--- src/rtl/core/cjdr_pkg.sv ---
// cjdr_pkg: shared types, codes and constants of the closest jet delta-r matcher
// depends on nothing; imported by every module of the block
`default_nettype none

package cjdr_pkg;

  // item kinds on the input channel
  localparam logic [1:0] KIND_LOAD  = 2'd0;
  localparam logic [1:0] KIND_QUERY = 2'd1;
  localparam logic [1:0] KIND_CLEAR = 2'd2;

  // configuration register indexes
  localparam int unsigned CFG_IDX_W = 1;
  localparam logic [CFG_IDX_W-1:0] CFG_CONE_RADIUS = 1'b0;
  localparam logic [CFG_IDX_W-1:0] CFG_NO_MATCH    = 1'b1;
  localparam int unsigned CFG_DATA_W = 12;

  // configuration reset values (0.4 and 0.5 in 1/1024 units)
  localparam logic [CFG_DATA_W-1:0] CONE_RADIUS_RST = 12'd410;
  localparam logic [CFG_DATA_W-1:0] NO_MATCH_RST    = 12'd512;

  // table depth default
  localparam int unsigned MAX_JETS_DEF = 32;

  // field widths
  localparam int unsigned ETA_W  = 16;
  localparam int unsigned PHI_W  = 13;
  localparam int unsigned PT_W   = 16;
  localparam int unsigned MASS_W = 16;
  localparam int unsigned DR_W   = 12;
  localparam int unsigned DIFF_W = 13;

  // squared distance below cone^2, and its root
  localparam int unsigned RAD_W  = 2 * CFG_DATA_W;
  localparam int unsigned ROOT_W = CFG_DATA_W;

  // pi and 2*pi in 1/1024 rad
  localparam int PI_FX     = 3217;
  localparam int TWO_PI_FX = 6434;

  // controller to datapath
  typedef struct packed {
    logic load;        // store the accepted jet word
    logic clear;       // empty the table
    logic start;       // latch the muon, reset the best candidate
    logic walk;        // issue table reads for the walk
    logic root_start;  // start the square root on the best distance
    logic fetch;       // read pt and mass of the best jet
    logic emit;        // load the output register
  } cmd_t;

  // datapath to controller
  typedef struct packed {
    logic walk_end;   // all stored jets issued
    logic pipe_busy;  // distance pipeline still holds a jet
    logic root_busy;  // square root unit iterating
    logic out_full;   // output word waits and is not taken this cycle
  } status_t;

endpackage

`default_nettype wire

--- src/rtl/core/closest_jet_delta_r_match.sv ---
// closest_jet_delta_r_match: top level of the closest jet delta-r matcher
// depends on cjdr_pkg, cjdr_ctrl, cjdr_dpath (and cjdr_sqrt below it)
//
//   channel  | handshake             | word
//   ---------+-----------------------+-------------------------------------------
//   input    | in_valid / in_ready   | kind, eta, phi, pt, mass
//   output   | out_valid / out_ready | dr, deta, dphi, jet_pt, jet_mass, matched,
//            |                       | jets_dropped
//   config   | cfg_we                | cfg_index, cfg_data
//
// loads, clears and unused kinds leave the sequencer idle and ready for the next word
// a query walks the stored jets, drains the distance pipeline, runs the square root
// step by step, fetches pt and mass of the best jet and loads the output register,
// and takes the next word only once its result is loaded
// reset empties the table, clears the drop flag and restores the cone and no-match
// a result waiting in the output register does not block loads or clears; a
// query runs up to its pt/mass fetch and then holds until the output register is free
`default_nettype none

module closest_jet_delta_r_match
  import cjdr_pkg::*;
#(
  parameter int unsigned MAX_JETS = MAX_JETS_DEF
) (
  input  wire logic                     clk,
  input  wire logic                     rst,
  input  wire logic                     in_valid,
  output      logic                     in_ready,
  input  wire logic [1:0]               kind,
  input  wire logic signed [ETA_W-1:0]  eta,
  input  wire logic signed [PHI_W-1:0]  phi,
  input  wire logic [PT_W-1:0]          pt,
  input  wire logic [MASS_W-1:0]        mass,
  output      logic                     out_valid,
  input  wire logic                     out_ready,
  output      logic [DR_W-1:0]          dr,
  output      logic signed [DIFF_W-1:0] deta,
  output      logic signed [DIFF_W-1:0] dphi,
  output      logic [PT_W-1:0]          jet_pt,
  output      logic [MASS_W-1:0]        jet_mass,
  output      logic                     matched,
  output      logic                     jets_dropped,
  input  wire logic                     cfg_we,
  input  wire logic [CFG_IDX_W-1:0]     cfg_index,
  input  wire logic [CFG_DATA_W-1:0]    cfg_data
);

  cmd_t    cmd;
  status_t status;

  // sequencer
  cjdr_ctrl u_ctrl (
    .clk      (clk),
    .rst      (rst),
    .in_valid (in_valid),
    .kind     (kind),
    .in_ready (in_ready),
    .status   (status),
    .cmd      (cmd)
  );

  // table, distance pipeline and output register
  cjdr_dpath #(
    .MAX_JETS (MAX_JETS)
  ) u_dpath (
    .clk          (clk),
    .rst          (rst),
    .cmd          (cmd),
    .status       (status),
    .cfg_we       (cfg_we),
    .cfg_index    (cfg_index),
    .cfg_data     (cfg_data),
    .eta          (eta),
    .phi          (phi),
    .pt           (pt),
    .mass         (mass),
    .out_valid    (out_valid),
    .out_ready    (out_ready),
    .dr           (dr),
    .deta         (deta),
    .dphi         (dphi),
    .jet_pt       (jet_pt),
    .jet_mass     (jet_mass),
    .matched      (matched),
    .jets_dropped (jets_dropped)
  );

endmodule

`default_nettype wire

--- src/rtl/core/cjdr_sqrt.sv ---
// cjdr_sqrt: iterative floor square root, two radicand bits per cycle
// depends on cjdr_pkg
`default_nettype none

module cjdr_sqrt
  import cjdr_pkg::*;
(
  input  wire logic              clk,
  input  wire logic              rst,
  input  wire logic              start,
  input  wire logic [RAD_W-1:0]  radicand,
  output      logic              busy,
  output      logic [ROOT_W-1:0] root
);

  localparam int unsigned CNT_W = $clog2(ROOT_W + 1);
  localparam int unsigned REM_W = ROOT_W + 4;
  localparam int unsigned TRY_W = ROOT_W + 2;

  logic [CNT_W-1:0] cnt;
  logic [RAD_W-1:0] xs;
  logic [REM_W-1:0] rem;
  logic [REM_W-1:0] rem_sh;
  logic [TRY_W-1:0] trial;
  logic             take;

  // one result bit per step
  always_comb begin
    rem_sh = {rem[REM_W-3:0], xs[RAD_W-1 -: 2]};
    trial  = {root, 2'b01};
    take   = (rem_sh >= REM_W'(trial));
  end

  // step counter
  always_ff @(posedge clk) begin
    if (rst) begin
      cnt <= '0;
    end else if (start) begin
      cnt <= CNT_W'(ROOT_W);
    end else if (cnt != '0) begin
      cnt <= cnt - 1'b1;
    end
  end

  // remainder, root and radicand shift
  always_ff @(posedge clk) begin
    if (start) begin
      xs   <= radicand;
      rem  <= '0;
      root <= '0;
    end else if (cnt != '0) begin
      xs <= {xs[RAD_W-3:0], 2'b00};
      if (take) begin
        rem  <= rem_sh - REM_W'(trial);
        root <= {root[ROOT_W-2:0], 1'b1};
      end else begin
        rem  <= rem_sh;
        root <= {root[ROOT_W-2:0], 1'b0};
      end
    end
  end

  assign busy = (cnt != '0);

endmodule

`default_nettype wire

--- src/rtl/core/cjdr_ctrl.sv ---
// cjdr_ctrl: sequencer for loads, clears and muon queries
// depends on cjdr_pkg; drives cjdr_dpath through cmd_t and reads status_t
`default_nettype none

module cjdr_ctrl
  import cjdr_pkg::*;
(
  input  wire logic       clk,
  input  wire logic       rst,
  input  wire logic       in_valid,
  input  wire logic [1:0] kind,
  output      logic       in_ready,
  input  wire status_t    status,
  output      cmd_t       cmd
);

  localparam logic [2:0] S_IDLE  = 3'd0;
  localparam logic [2:0] S_WALK  = 3'd1;
  localparam logic [2:0] S_DRAIN = 3'd2;
  localparam logic [2:0] S_ROOT  = 3'd3;
  localparam logic [2:0] S_EMIT  = 3'd4;

  logic [2:0] state;
  logic [2:0] state_next;
  logic       accept;

  assign in_ready = (state == S_IDLE);
  assign accept   = in_valid && in_ready;

  // next state and commands
  always_comb begin
    state_next = state;
    cmd        = '0;
    case (state)
      S_IDLE: begin
        if (accept) begin
          case (kind)
            KIND_LOAD:  cmd.load  = 1'b1;
            KIND_CLEAR: cmd.clear = 1'b1;
            KIND_QUERY: begin
              cmd.start  = 1'b1;
              state_next = S_WALK;
            end
            default: ;
          endcase
        end
      end
      S_WALK: begin
        cmd.walk = 1'b1;
        if (status.walk_end) begin
          state_next = S_DRAIN;
        end
      end
      S_DRAIN: begin
        if (!status.pipe_busy) begin
          cmd.root_start = 1'b1;
          state_next     = S_ROOT;
        end
      end
      S_ROOT: begin
        if (!status.root_busy) begin
          cmd.fetch  = 1'b1;
          state_next = S_EMIT;
        end
      end
      S_EMIT: begin
        if (!status.out_full) begin
          cmd.emit   = 1'b1;
          state_next = S_IDLE;
        end
      end
      default: state_next = S_IDLE;
    endcase
  end

  // state register
  always_ff @(posedge clk) begin
    if (rst) begin
      state <= S_IDLE;
    end else begin
      state <= state_next;
    end
  end

endmodule

`default_nettype wire

--- src/rtl/core/cjdr_dpath.sv ---
// cjdr_dpath: jet table, distance pipeline, best tracker and output register
// depends on cjdr_pkg and cjdr_sqrt; commanded by cjdr_ctrl
`default_nettype none

module cjdr_dpath
  import cjdr_pkg::*;
#(
  parameter int unsigned MAX_JETS = MAX_JETS_DEF
) (
  input  wire logic                   clk,
  input  wire logic                   rst,
  input  wire cmd_t                   cmd,
  output      status_t                status,
  input  wire logic                   cfg_we,
  input  wire logic [CFG_IDX_W-1:0]   cfg_index,
  input  wire logic [CFG_DATA_W-1:0]  cfg_data,
  input  wire logic signed [ETA_W-1:0] eta,
  input  wire logic signed [PHI_W-1:0] phi,
  input  wire logic [PT_W-1:0]        pt,
  input  wire logic [MASS_W-1:0]      mass,
  output      logic                   out_valid,
  input  wire logic                   out_ready,
  output      logic [DR_W-1:0]        dr,
  output      logic signed [DIFF_W-1:0] deta,
  output      logic signed [DIFF_W-1:0] dphi,
  output      logic [PT_W-1:0]        jet_pt,
  output      logic [MASS_W-1:0]      jet_mass,
  output      logic                   matched,
  output      logic                   jets_dropped
);

  localparam int unsigned AW     = (MAX_JETS > 1) ? $clog2(MAX_JETS) : 1;
  localparam int unsigned CW     = $clog2(MAX_JETS + 1);
  localparam int unsigned WORD_W = ETA_W + PHI_W + PT_W + MASS_W;
  localparam int unsigned DE_W   = ETA_W + 1;
  localparam int unsigned DP_W   = PHI_W + 2;
  localparam int unsigned AP_W   = 12;
  localparam int unsigned SQE_W  = 2 * ETA_W;
  localparam int unsigned SQP_W  = 2 * AP_W;
  localparam int unsigned SUM_W  = SQE_W + 1;
  localparam logic signed [DP_W-1:0] PI_W     = DP_W'(PI_FX);
  localparam logic signed [DP_W-1:0] TWO_PI_W = DP_W'(TWO_PI_FX);

  // configuration registers
  logic [CFG_DATA_W-1:0] cone_radius;
  logic [CFG_DATA_W-1:0] no_match_value;

  always_ff @(posedge clk) begin
    if (rst) begin
      cone_radius    <= CONE_RADIUS_RST;
      no_match_value <= NO_MATCH_RST;
    end else if (cfg_we) begin
      case (cfg_index)
        CFG_CONE_RADIUS: cone_radius    <= cfg_data;
        CFG_NO_MATCH:    no_match_value <= cfg_data;
        default: ;
      endcase
    end
  end

  // jet table: one word per jet, one write and one registered read port
  logic [WORD_W-1:0] jet_mem [MAX_JETS];
  logic [WORD_W-1:0] rd_word;
  logic [CW-1:0]     jet_count;
  logic              overflow;
  logic              full;
  logic [CW-1:0]     rd_idx;
  logic [AW-1:0]     best_idx;
  logic [AW-1:0]     rd_addr;
  logic              issue;

  assign full    = (jet_count == CW'(MAX_JETS));
  assign issue   = cmd.walk && (rd_idx != jet_count);
  assign rd_addr = cmd.fetch ? best_idx : rd_idx[AW-1:0];

  always_ff @(posedge clk) begin
    if (cmd.load && !full) begin
      jet_mem[jet_count[AW-1:0]] <= {eta, phi, pt, mass};
    end
    if (issue || cmd.fetch) begin
      rd_word <= jet_mem[rd_addr];
    end
  end

  // fill count and sticky drop flag
  always_ff @(posedge clk) begin
    if (rst || cmd.clear) begin
      jet_count <= '0;
      overflow  <= 1'b0;
    end else if (cmd.load) begin
      if (full) begin
        overflow <= 1'b1;
      end else begin
        jet_count <= jet_count + 1'b1;
      end
    end
  end

  // walk address
  always_ff @(posedge clk) begin
    if (cmd.start) begin
      rd_idx <= '0;
    end else if (issue) begin
      rd_idx <= rd_idx + 1'b1;
    end
  end

  // muon word held for the walk
  logic signed [ETA_W-1:0] q_eta;
  logic signed [PHI_W-1:0] q_phi;

  always_ff @(posedge clk) begin
    if (cmd.start) begin
      q_eta <= eta;
      q_phi <= phi;
    end
  end

  // stage 1: differences, phi wrap, magnitudes
  logic                    v1, v2, v3;
  logic [AW-1:0]           idx1, idx2, idx3;
  logic signed [ETA_W-1:0] j_eta;
  logic signed [PHI_W-1:0] j_phi;
  logic signed [DE_W-1:0]  de_c, nde_c;
  logic signed [DP_W-1:0]  dpr_c, dpw_c, ndp_c;
  logic [ETA_W-1:0]        ae_c;
  logic [AP_W-1:0]         ap_c;

  assign j_eta = rd_word[WORD_W-1 -: ETA_W];
  assign j_phi = rd_word[WORD_W-ETA_W-1 -: PHI_W];

  always_comb begin
    de_c  = {q_eta[ETA_W-1], q_eta} - {j_eta[ETA_W-1], j_eta};
    dpr_c = {{2{q_phi[PHI_W-1]}}, q_phi} - {{2{j_phi[PHI_W-1]}}, j_phi};
    if (dpr_c >= PI_W) begin
      dpw_c = dpr_c - TWO_PI_W;
    end else if (dpr_c < -PI_W) begin
      dpw_c = dpr_c + TWO_PI_W;
    end else begin
      dpw_c = dpr_c;
    end
    nde_c = -de_c;
    ndp_c = -dpw_c;
    ae_c  = de_c[DE_W-1] ? nde_c[ETA_W-1:0] : de_c[ETA_W-1:0];
    ap_c  = dpw_c[DP_W-1] ? ndp_c[AP_W-1:0] : dpw_c[AP_W-1:0];
  end

  logic [ETA_W-1:0]         ae2;
  logic [AP_W-1:0]          ap2;
  logic signed [DIFF_W-1:0] de2, dp2, de3, dp3;
  logic [SQE_W-1:0]         sqe3;
  logic [SQP_W-1:0]         sqp3;

  // pipeline valid bits
  always_ff @(posedge clk) begin
    if (rst) begin
      v1 <= 1'b0;
      v2 <= 1'b0;
      v3 <= 1'b0;
    end else begin
      v1 <= issue;
      v2 <= v1;
      v3 <= v2;
    end
  end

  // stage payload; stage 2 squares
  always_ff @(posedge clk) begin
    idx1 <= rd_idx[AW-1:0];
    idx2 <= idx1;
    ae2  <= ae_c;
    ap2  <= ap_c;
    de2  <= de_c[DIFF_W-1:0];
    dp2  <= dpw_c[DIFF_W-1:0];
    idx3 <= idx2;
    de3  <= de2;
    dp3  <= dp2;
    sqe3 <= SQE_W'(ae2) * SQE_W'(ae2);
    sqp3 <= SQP_W'(ap2) * SQP_W'(ap2);
  end

  // stage 3: sum and keep the first strict minimum
  logic [SUM_W-1:0]         sum3;
  logic [RAD_W-1:0]         best;
  logic                     found;
  logic signed [DIFF_W-1:0] best_de, best_dp;

  assign sum3 = {1'b0, sqe3} + SUM_W'(sqp3);

  always_ff @(posedge clk) begin
    if (cmd.start) begin
      best  <= RAD_W'(cone_radius) * RAD_W'(cone_radius);
      found <= 1'b0;
    end else if (v3 && (sum3 < SUM_W'(best))) begin
      best     <= sum3[RAD_W-1:0];
      found    <= 1'b1;
      best_de  <= de3;
      best_dp  <= dp3;
      best_idx <= idx3;
    end
  end

  // square root of the best distance
  logic              root_busy;
  logic [ROOT_W-1:0] root;

  cjdr_sqrt u_sqrt (
    .clk      (clk),
    .rst      (rst),
    .start    (cmd.root_start),
    .radicand (best),
    .busy     (root_busy),
    .root     (root)
  );

  // output register
  always_ff @(posedge clk) begin
    if (rst) begin
      out_valid <= 1'b0;
    end else if (cmd.emit) begin
      out_valid <= 1'b1;
    end else if (out_ready) begin
      out_valid <= 1'b0;
    end
  end

  always_ff @(posedge clk) begin
    if (cmd.emit) begin
      jets_dropped <= overflow;
      matched      <= found;
      if (found) begin
        dr       <= root;
        deta     <= best_de;
        dphi     <= best_dp;
        jet_pt   <= rd_word[PT_W+MASS_W-1 -: PT_W];
        jet_mass <= rd_word[MASS_W-1:0];
      end else begin
        dr       <= no_match_value;
        deta     <= {1'b0, no_match_value};
        dphi     <= {1'b0, no_match_value};
        jet_pt   <= '0;
        jet_mass <= '0;
      end
    end
  end

  // status back to the controller
  always_comb begin
    status.walk_end  = (rd_idx == jet_count);
    status.pipe_busy = v1 || v2 || v3;
    status.root_busy = root_busy;
    status.out_full  = out_valid && !out_ready;
  end

endmodule

`default_nettype wire

--- config.mk ---
export PLATFORM = sky130hd
export DESIGN_NAME = closest_jet_delta_r_match
export DESIGN_NICKNAME = d
export VERILOG_FILES = /design/src/rtl/core/cjdr_pkg.sv /design/src/rtl/core/closest_jet_delta_r_match.sv /design/src/rtl/core/cjdr_sqrt.sv /design/src/rtl/core/cjdr_ctrl.sv /design/src/rtl/core/cjdr_dpath.sv
export SDC_FILE = /design/constraint.sdc
export NUM_CORES = 2
export LEC_CHECK = 0
export ABC_AREA = 1
export BUFFER_PORTS_ARGS = -buffer_cell sky130_fd_sc_hd__buf_2
export CORE_UTILIZATION = 40
export DETAILED_ROUTE_END_ITERATION = 10
export GPL_TIMING_DRIVEN = 1
export RECOVER_POWER = 25
export REMOVE_ABC_BUFFERS = 1
export SLEW_MARGIN = 25
export SYNTH_ARGS = -nofsm -noshare
export SYNTH_HDL_FRONTEND = slang
export SYNTH_SLANG_ARGS = --single-unit
--- constraint.sdc ---
create_clock -name clk -period 8.9 [get_ports clk]
set_clock_uncertainty 0.1 [all_clocks]
set_input_delay 0.445 -clock clk [delete_from_list [all_inputs] [get_ports clk]]
set_output_delay 0.445 -clock clk [all_outputs]
set_load 0.05 [all_outputs]
# ---- Word level (Yosys, flattened, before mapping)
# Memory sizes are Yosys's and may differ from the RTL's. A register that Yosys moved wholly into a read port is not among the register bits.
# Cells that the tools add are included.
dict set report word_totals {
  register_bits 406
  inputBits 81
  romBits 0
  mem_count 1
  ram_bits 1952
  output_inout_bits 74
  latch_bits 0
  wordCells 142
}
dict set report classes {
  magnitude_cmp 4
  shift 0
  n_div 0
  mux 39
  add_sub_neg 11
  eq_ne 15
  multipliers 3
  bitwise 3
  n_reduce_logical 24
}
# name words width rd rd_ports_with_merged_regs write_ports line
set memory_table {}
lappend memory_table {u_dpath.jet_mem 32 61 1 1 1 cjdr_dpath.sv:62} ;# logic [WORD_W-1:0] jet_mem [MAX_JETS];
# operator count
set op_table {}
lappend op_table {{$mux 24} 4}
lappend op_table {{$mul 12x12->24} 2}
lappend op_table {{$mux 12} 4}
lappend op_table {{$add 32x24->33} 1}
lappend op_table {{$lt 33x24->1} 1}
lappend op_table {{$mul 16x16->32} 1}
lappend op_table {{$mux 15} 2}
lappend op_table {{$mux 3} 8}
lappend op_table {{$sub 16x16->17} 1}
lappend op_table {{$ge 16x14->1} 1}
lappend op_table {{$mux 16} 1}
lappend op_table {{$neg 16->16} 1}
lappend op_table {{$add 15x14->15 const B} 1}
lappend op_table {{$ge 15x13->1 const B} 1}
lappend op_table {{$lt 15x13->1 const B} 1}
lappend op_table {{$mux 1} 15}
lappend op_table {{$pmux 3 s5} 1}
lappend op_table {{$sub 15x14->15 const B} 1}
lappend op_table {{$mux 14} 1}
lappend op_table {{$sub 13x13->14} 1}
lappend op_table {{$sub 14x14->14} 1}
lappend op_table {{$add 6x1->6 const B} 2}
lappend op_table {{$ne 2x2->1 const B} 6}
lappend op_table {{$neg 12->12} 1}
lappend op_table {{22 further kinds} 40}

# ---- Longest topological paths before layout
dict set report logic_depth {
  ltp_word 7
  mapped_depth 31
  depth_no_buf 30
}

# ---- Modules after synthesis
# From an unflattened synthesis, not the netlist that was laid out.
dict set report unflattened {
  cells_unflattened 9277
  hier_area_um2 110442.2
}
# mod seq_area_each_um2 instances area_each_um2 cells_per_inst
set by_module_without_submodules {}
lappend by_module_without_submodules {cjdr_dpath 68876.1 1 106978.9 8794}
lappend by_module_without_submodules {cjdr_sqrt 1321.3 1 3215.6 438}
lappend by_module_without_submodules {cjdr_ctrl 60.1 1 247.7 45}

# ---- Worst setup path after synthesis
# Ideal clock, no wire load.
dict set report synth_timing {
  path_type {register -> register}
  startpoint {reg u_dpath.out_valid}
  endpoint {reg u_dpath.deta[0] (enable)}
  path_buffers 0
  path_stages_with_launch 4
  slack_ns 0.698
  t_required_ns 8.120
  arrival_time_ns 7.422
  setup_ns 0.680
  period_less_slack_ns 8.202
  path_cell_list {dfxtp_1 -> inv_1 -> nor2_1 -> nor4_1}
}
# item line
set synth_rtl {}
lappend synth_rtl {{start: declaration} cjdr_dpath.sv:21} ;# output logic out_valid,
lappend synth_rtl {{start signal: assignment} cjdr_dpath.sv:219} ;# out_valid <= 1'b0;
lappend synth_rtl {{start signal: assignment} cjdr_dpath.sv:221} ;# out_valid <= 1'b1;
lappend synth_rtl {{start signal: assignment} cjdr_dpath.sv:223} ;# out_valid <= 1'b0;
lappend synth_rtl {{end signal: assignment} cjdr_dpath.sv:233} ;# deta <= best_de;
lappend synth_rtl {{end signal: assignment} cjdr_dpath.sv:239} ;# deta <= {1'b0, no_match_value};
lappend synth_rtl {{end: declaration} cjdr_dpath.sv:24} ;# output logic signed [DIFF_W-1:0] deta,

# ---- Worst setup path in the final report
dict set report layout_timing {
  startpoint {reg u_dpath.ae2[8]}
  endpoint {reg u_dpath.sqe3[27]}
}
dict set report layout_between {
  elab_chain_len 1
}
# item line
set layout_lines {}
lappend layout_lines {{start: declaration} cjdr_dpath.sv:148} ;# logic [ETA_W-1:0] ae2;
lappend layout_lines {{start signal: assignment} cjdr_dpath.sv:171} ;# ae2 <= ae_c;
lappend layout_lines {{$mul 16x16->32} cjdr_dpath.sv:178} ;# sqe3 <= SQE_W'(ae2) * SQE_W'(ae2);
lappend layout_lines {{end signal: assignment} cjdr_dpath.sv:178}
lappend layout_lines {{end: declaration} cjdr_dpath.sv:151} ;# logic [SQE_W-1:0] sqe3;
# Every way passes these cells.
# A chain may end at the register's enable or synchronous reset.

==> key figures <==
Synth
  • Leading area contributor after synthesis: edfxtp_1
  • Seq/Total Area, Yosys: 63.8%
  • Top cells by count, synth: edfxtp_1 (2193), nor2_1 (1215), o21ai_0 (1141), inv_1 (937), nand2_1 (923)
  • Synthesized area: 110000 sq um
  • Predominant post-synthesis flop cell: edfxtp_1
  • Top cells by area, synth: edfxtp_1 (60%), fa_1 (5.8%), o21ai_0 (5.2%)
  • FFs w/ async S/R, synth: 0%
  • Mapped Cells: 9240
  • Top-area cell type share of the netlist area: 59.8%
  • Yosys reg bits: 2413
  • Post-synth EDFFs: 2193
  • Top-count cell post-synth: edfxtp_1
  • Synth Area per Inst: 11.9 sq um
  • Distinct cells, synth: 60
  • Synth warnings: 0

Clock tree
  • Hold buffer count at CTS: 68
  • TritonCTS clock tree: yes
  • CTS H-tree depth: 5
  • TritonCTS buffer count: 266
  • Worst skew pair latency: 0.85 ns
  • CTS Buffer Depth: 4
  • CTS resizes: 0
  • Clock-pin slew on the worst setup and hold paths: 0.06 ns
  • CTS Sinks: 2413
  • Post-CTS setup buffer count: 0
  • Clock Tree Root: clkbuf_16

GRT
  • First-pass GRT wire length: 469 mm
  • GRT met3 Usage: 3.27%
  • Met1 GRT Util: 31.0%
  • Vias in the first global route: 72359
  • Initial antenna violation count: 26
  • GRT Overall Usage: 22.4%
  • Met2 GRT Util: 36.5%
  • Pin count of the biggest net entering global routing: 201
  • GRT Max-Usage Layer: met2
  • Remaining global-route overflow: 0

Placement
  • Pre-CTS setup slack: 2.30 ns
  • Port buffer count: 154
  • Routability cong.: 0.871
  • Hpwl dp: 170 mm

Cells and area
  • Nets: 10041
  • Layout fillers: 24591
  • Share of layout cells above drive strength 1: 7.16%
  • Area added between synthesis and finish: 12.2%
  • Final core area utilization: 45.1%

Critical path
  • Crit path DAT: 7.26 ns
  • Critical-path maximum fanout: 16
  • CP startpoint kind: flip-flop
  • Slowest CP cell: dfxtp_1
  • Required @ worst endpoint: 9.52 ns
  • Most frequent CP cell: inv_1
  • Critical path type: reg -> reg
  • Crit end category: flip-flop
  • Max incr delay on CP: 0.59 ns

STA
  • Final worst-path setup slack: 2.26 ns
  • Pins over their slew limit: 0
  • Slew headroom: 3.45%
  • Period utilization: 74.6%
  • Worst hold slack: 0.0621 ns
  • Min cycle time layout: 6.64 ns
  • Fin. Hold Viols: 0
  • Final-report setup violation count: 0
  • RSZ-0062 raised after global routing: no
  • Worst-margin pin slew: 1.45 ns
  • Fmax: 151 MHz

Detailed routing
  • Detailed Route WL: 318 mm
  • Drt drc: 0
  • Post-DR vias/cell: 5.63
  • TritonRoute pass-1 iters: 6
  • Wire length per cell: 24.2 microns
  • Vias: 73899
  • DR iter-0 viols: 7439
  • Post-route antenna net violation count: 0

Floorplanning
  • Die X-Extent: 527 microns
  • Die Ht: 527 microns
  • DIE AREA: 278000 sq um
  • Initial Util: 40.2%
  • Row count: 192
  • IO Count: 155
  • Core Area: 274000 sq um

Hold path
  • Worst Hold Class: in -> reg

Status
  • Status: completed

Flow run
  • Max cap viols: 0
-- per-layer routing --
| metal | part of all wire, % | wire, microns |
|---|---|---|
| met1 | 42 | 133000 |
| met2 | 47 | 149000 |
| met3 | 7.9 | 25100 |
| met4 | 3.0 | 9620 |
| met5 | 0.039 | 125 |
-- layout make-up --
type,count,area (sq um),share of cell area [%]
flip-flops and latches,2413,70300,56.9
inverters,950,3600,2.91
multi-input cells,5365,34600,28.0
diodes,10,25.0,0.0202
well taps,3589,4490,3.63
clock inverters,126,996,0.806
clock buffers,341,7170,5.80
repair buffers,333,2450,1.99
-- worst max-delay path, delay by kind of cell (launching register included) --
kind                     cells  cell delay (ns)
buffers and inverters        7             0.41
AO/OA/AOI/OAI                6             1.41
adder cells (fa/ha/maj)      7             3.42
flip-flops                   1             0.59
AND/OR/NAND/NOR              5             0.59
-- metrics by stage --
stage                     instance area (sq um)  std cells  TNS [ns]
after floorplan                          108000       8728  -1171.42
after global placement                   115000      12582         0
after detailed placement                 115000      12582         0
after CTS                                124000      13117         0
after global routing                     124000      13122         0
final                                    124000      13127         0
-- path summary, 6_finish.rpt --
check / cells after the start / slack [ns] / from / to
worst max-delay path: 25 / 2.26 / u_dpath.ae2[8] / u_dpath.sqe3[27]
worst min-delay path: 5 / 0.06 / cfg_index / u_dpath.cone_radius[3]
worst max register to register: 25 / 2.26 / u_dpath.ae2[8] / u_dpath.sqe3[27]
worst min register to register: 0 / 0.21 / u_dpath.idx2[1] / u_dpath.idx3[1]
-- state kept, by name, summed over array words and instances, names as in the netlist, 14 cells and up --
signal and count:
u_dpath.ae2 15, u_dpath.best 24, u_dpath.jet_mass 16, u_dpath.jet_mem 1952, u_dpath.jet_pt 16, u_dpath.q_eta 16, u_dpath.rd_word 61, u_dpath.sqe3 30
u_dpath.sqp3 22, u_dpath.u_sqrt.rem 14, u_dpath.u_sqrt.xs 24
-- kinds of logic after synthesis --
family / count (synthesis) / share of synthesized area (%)
fa+ha+maj: 631 / 9.35
xor+xnor: 151 / 1.20
simple gates: 2462 / 8.90
flops: 2413 / 63.8
mux: 1 / 0.0102
compound gates: 2120 / 11.6
buf+inv: 1462 / 5.12
-- cell usage in the layout, fill, tap and decap left out, drive strengths merged, types with 12 or more instances in the layout --
cell type,count
a21oi,168
a31oi,140
buf,228
bufinv,12
clkbuf,378
clkinv,98
dfxtp,220
dlygate4sd3,68
edfxtp,2193
fa,320
ha,311
inv,961
nand2,945
nand3,215
nand4,23
nor2,1219
nor3,35
o211ai,90
o21ai,1161
o221ai,395
o22ai,112
xnor2,49
xor2,102
Power is not shown: default switching activity piles up to over one toggle a cycle in this logic, so the estimate is an artifact.
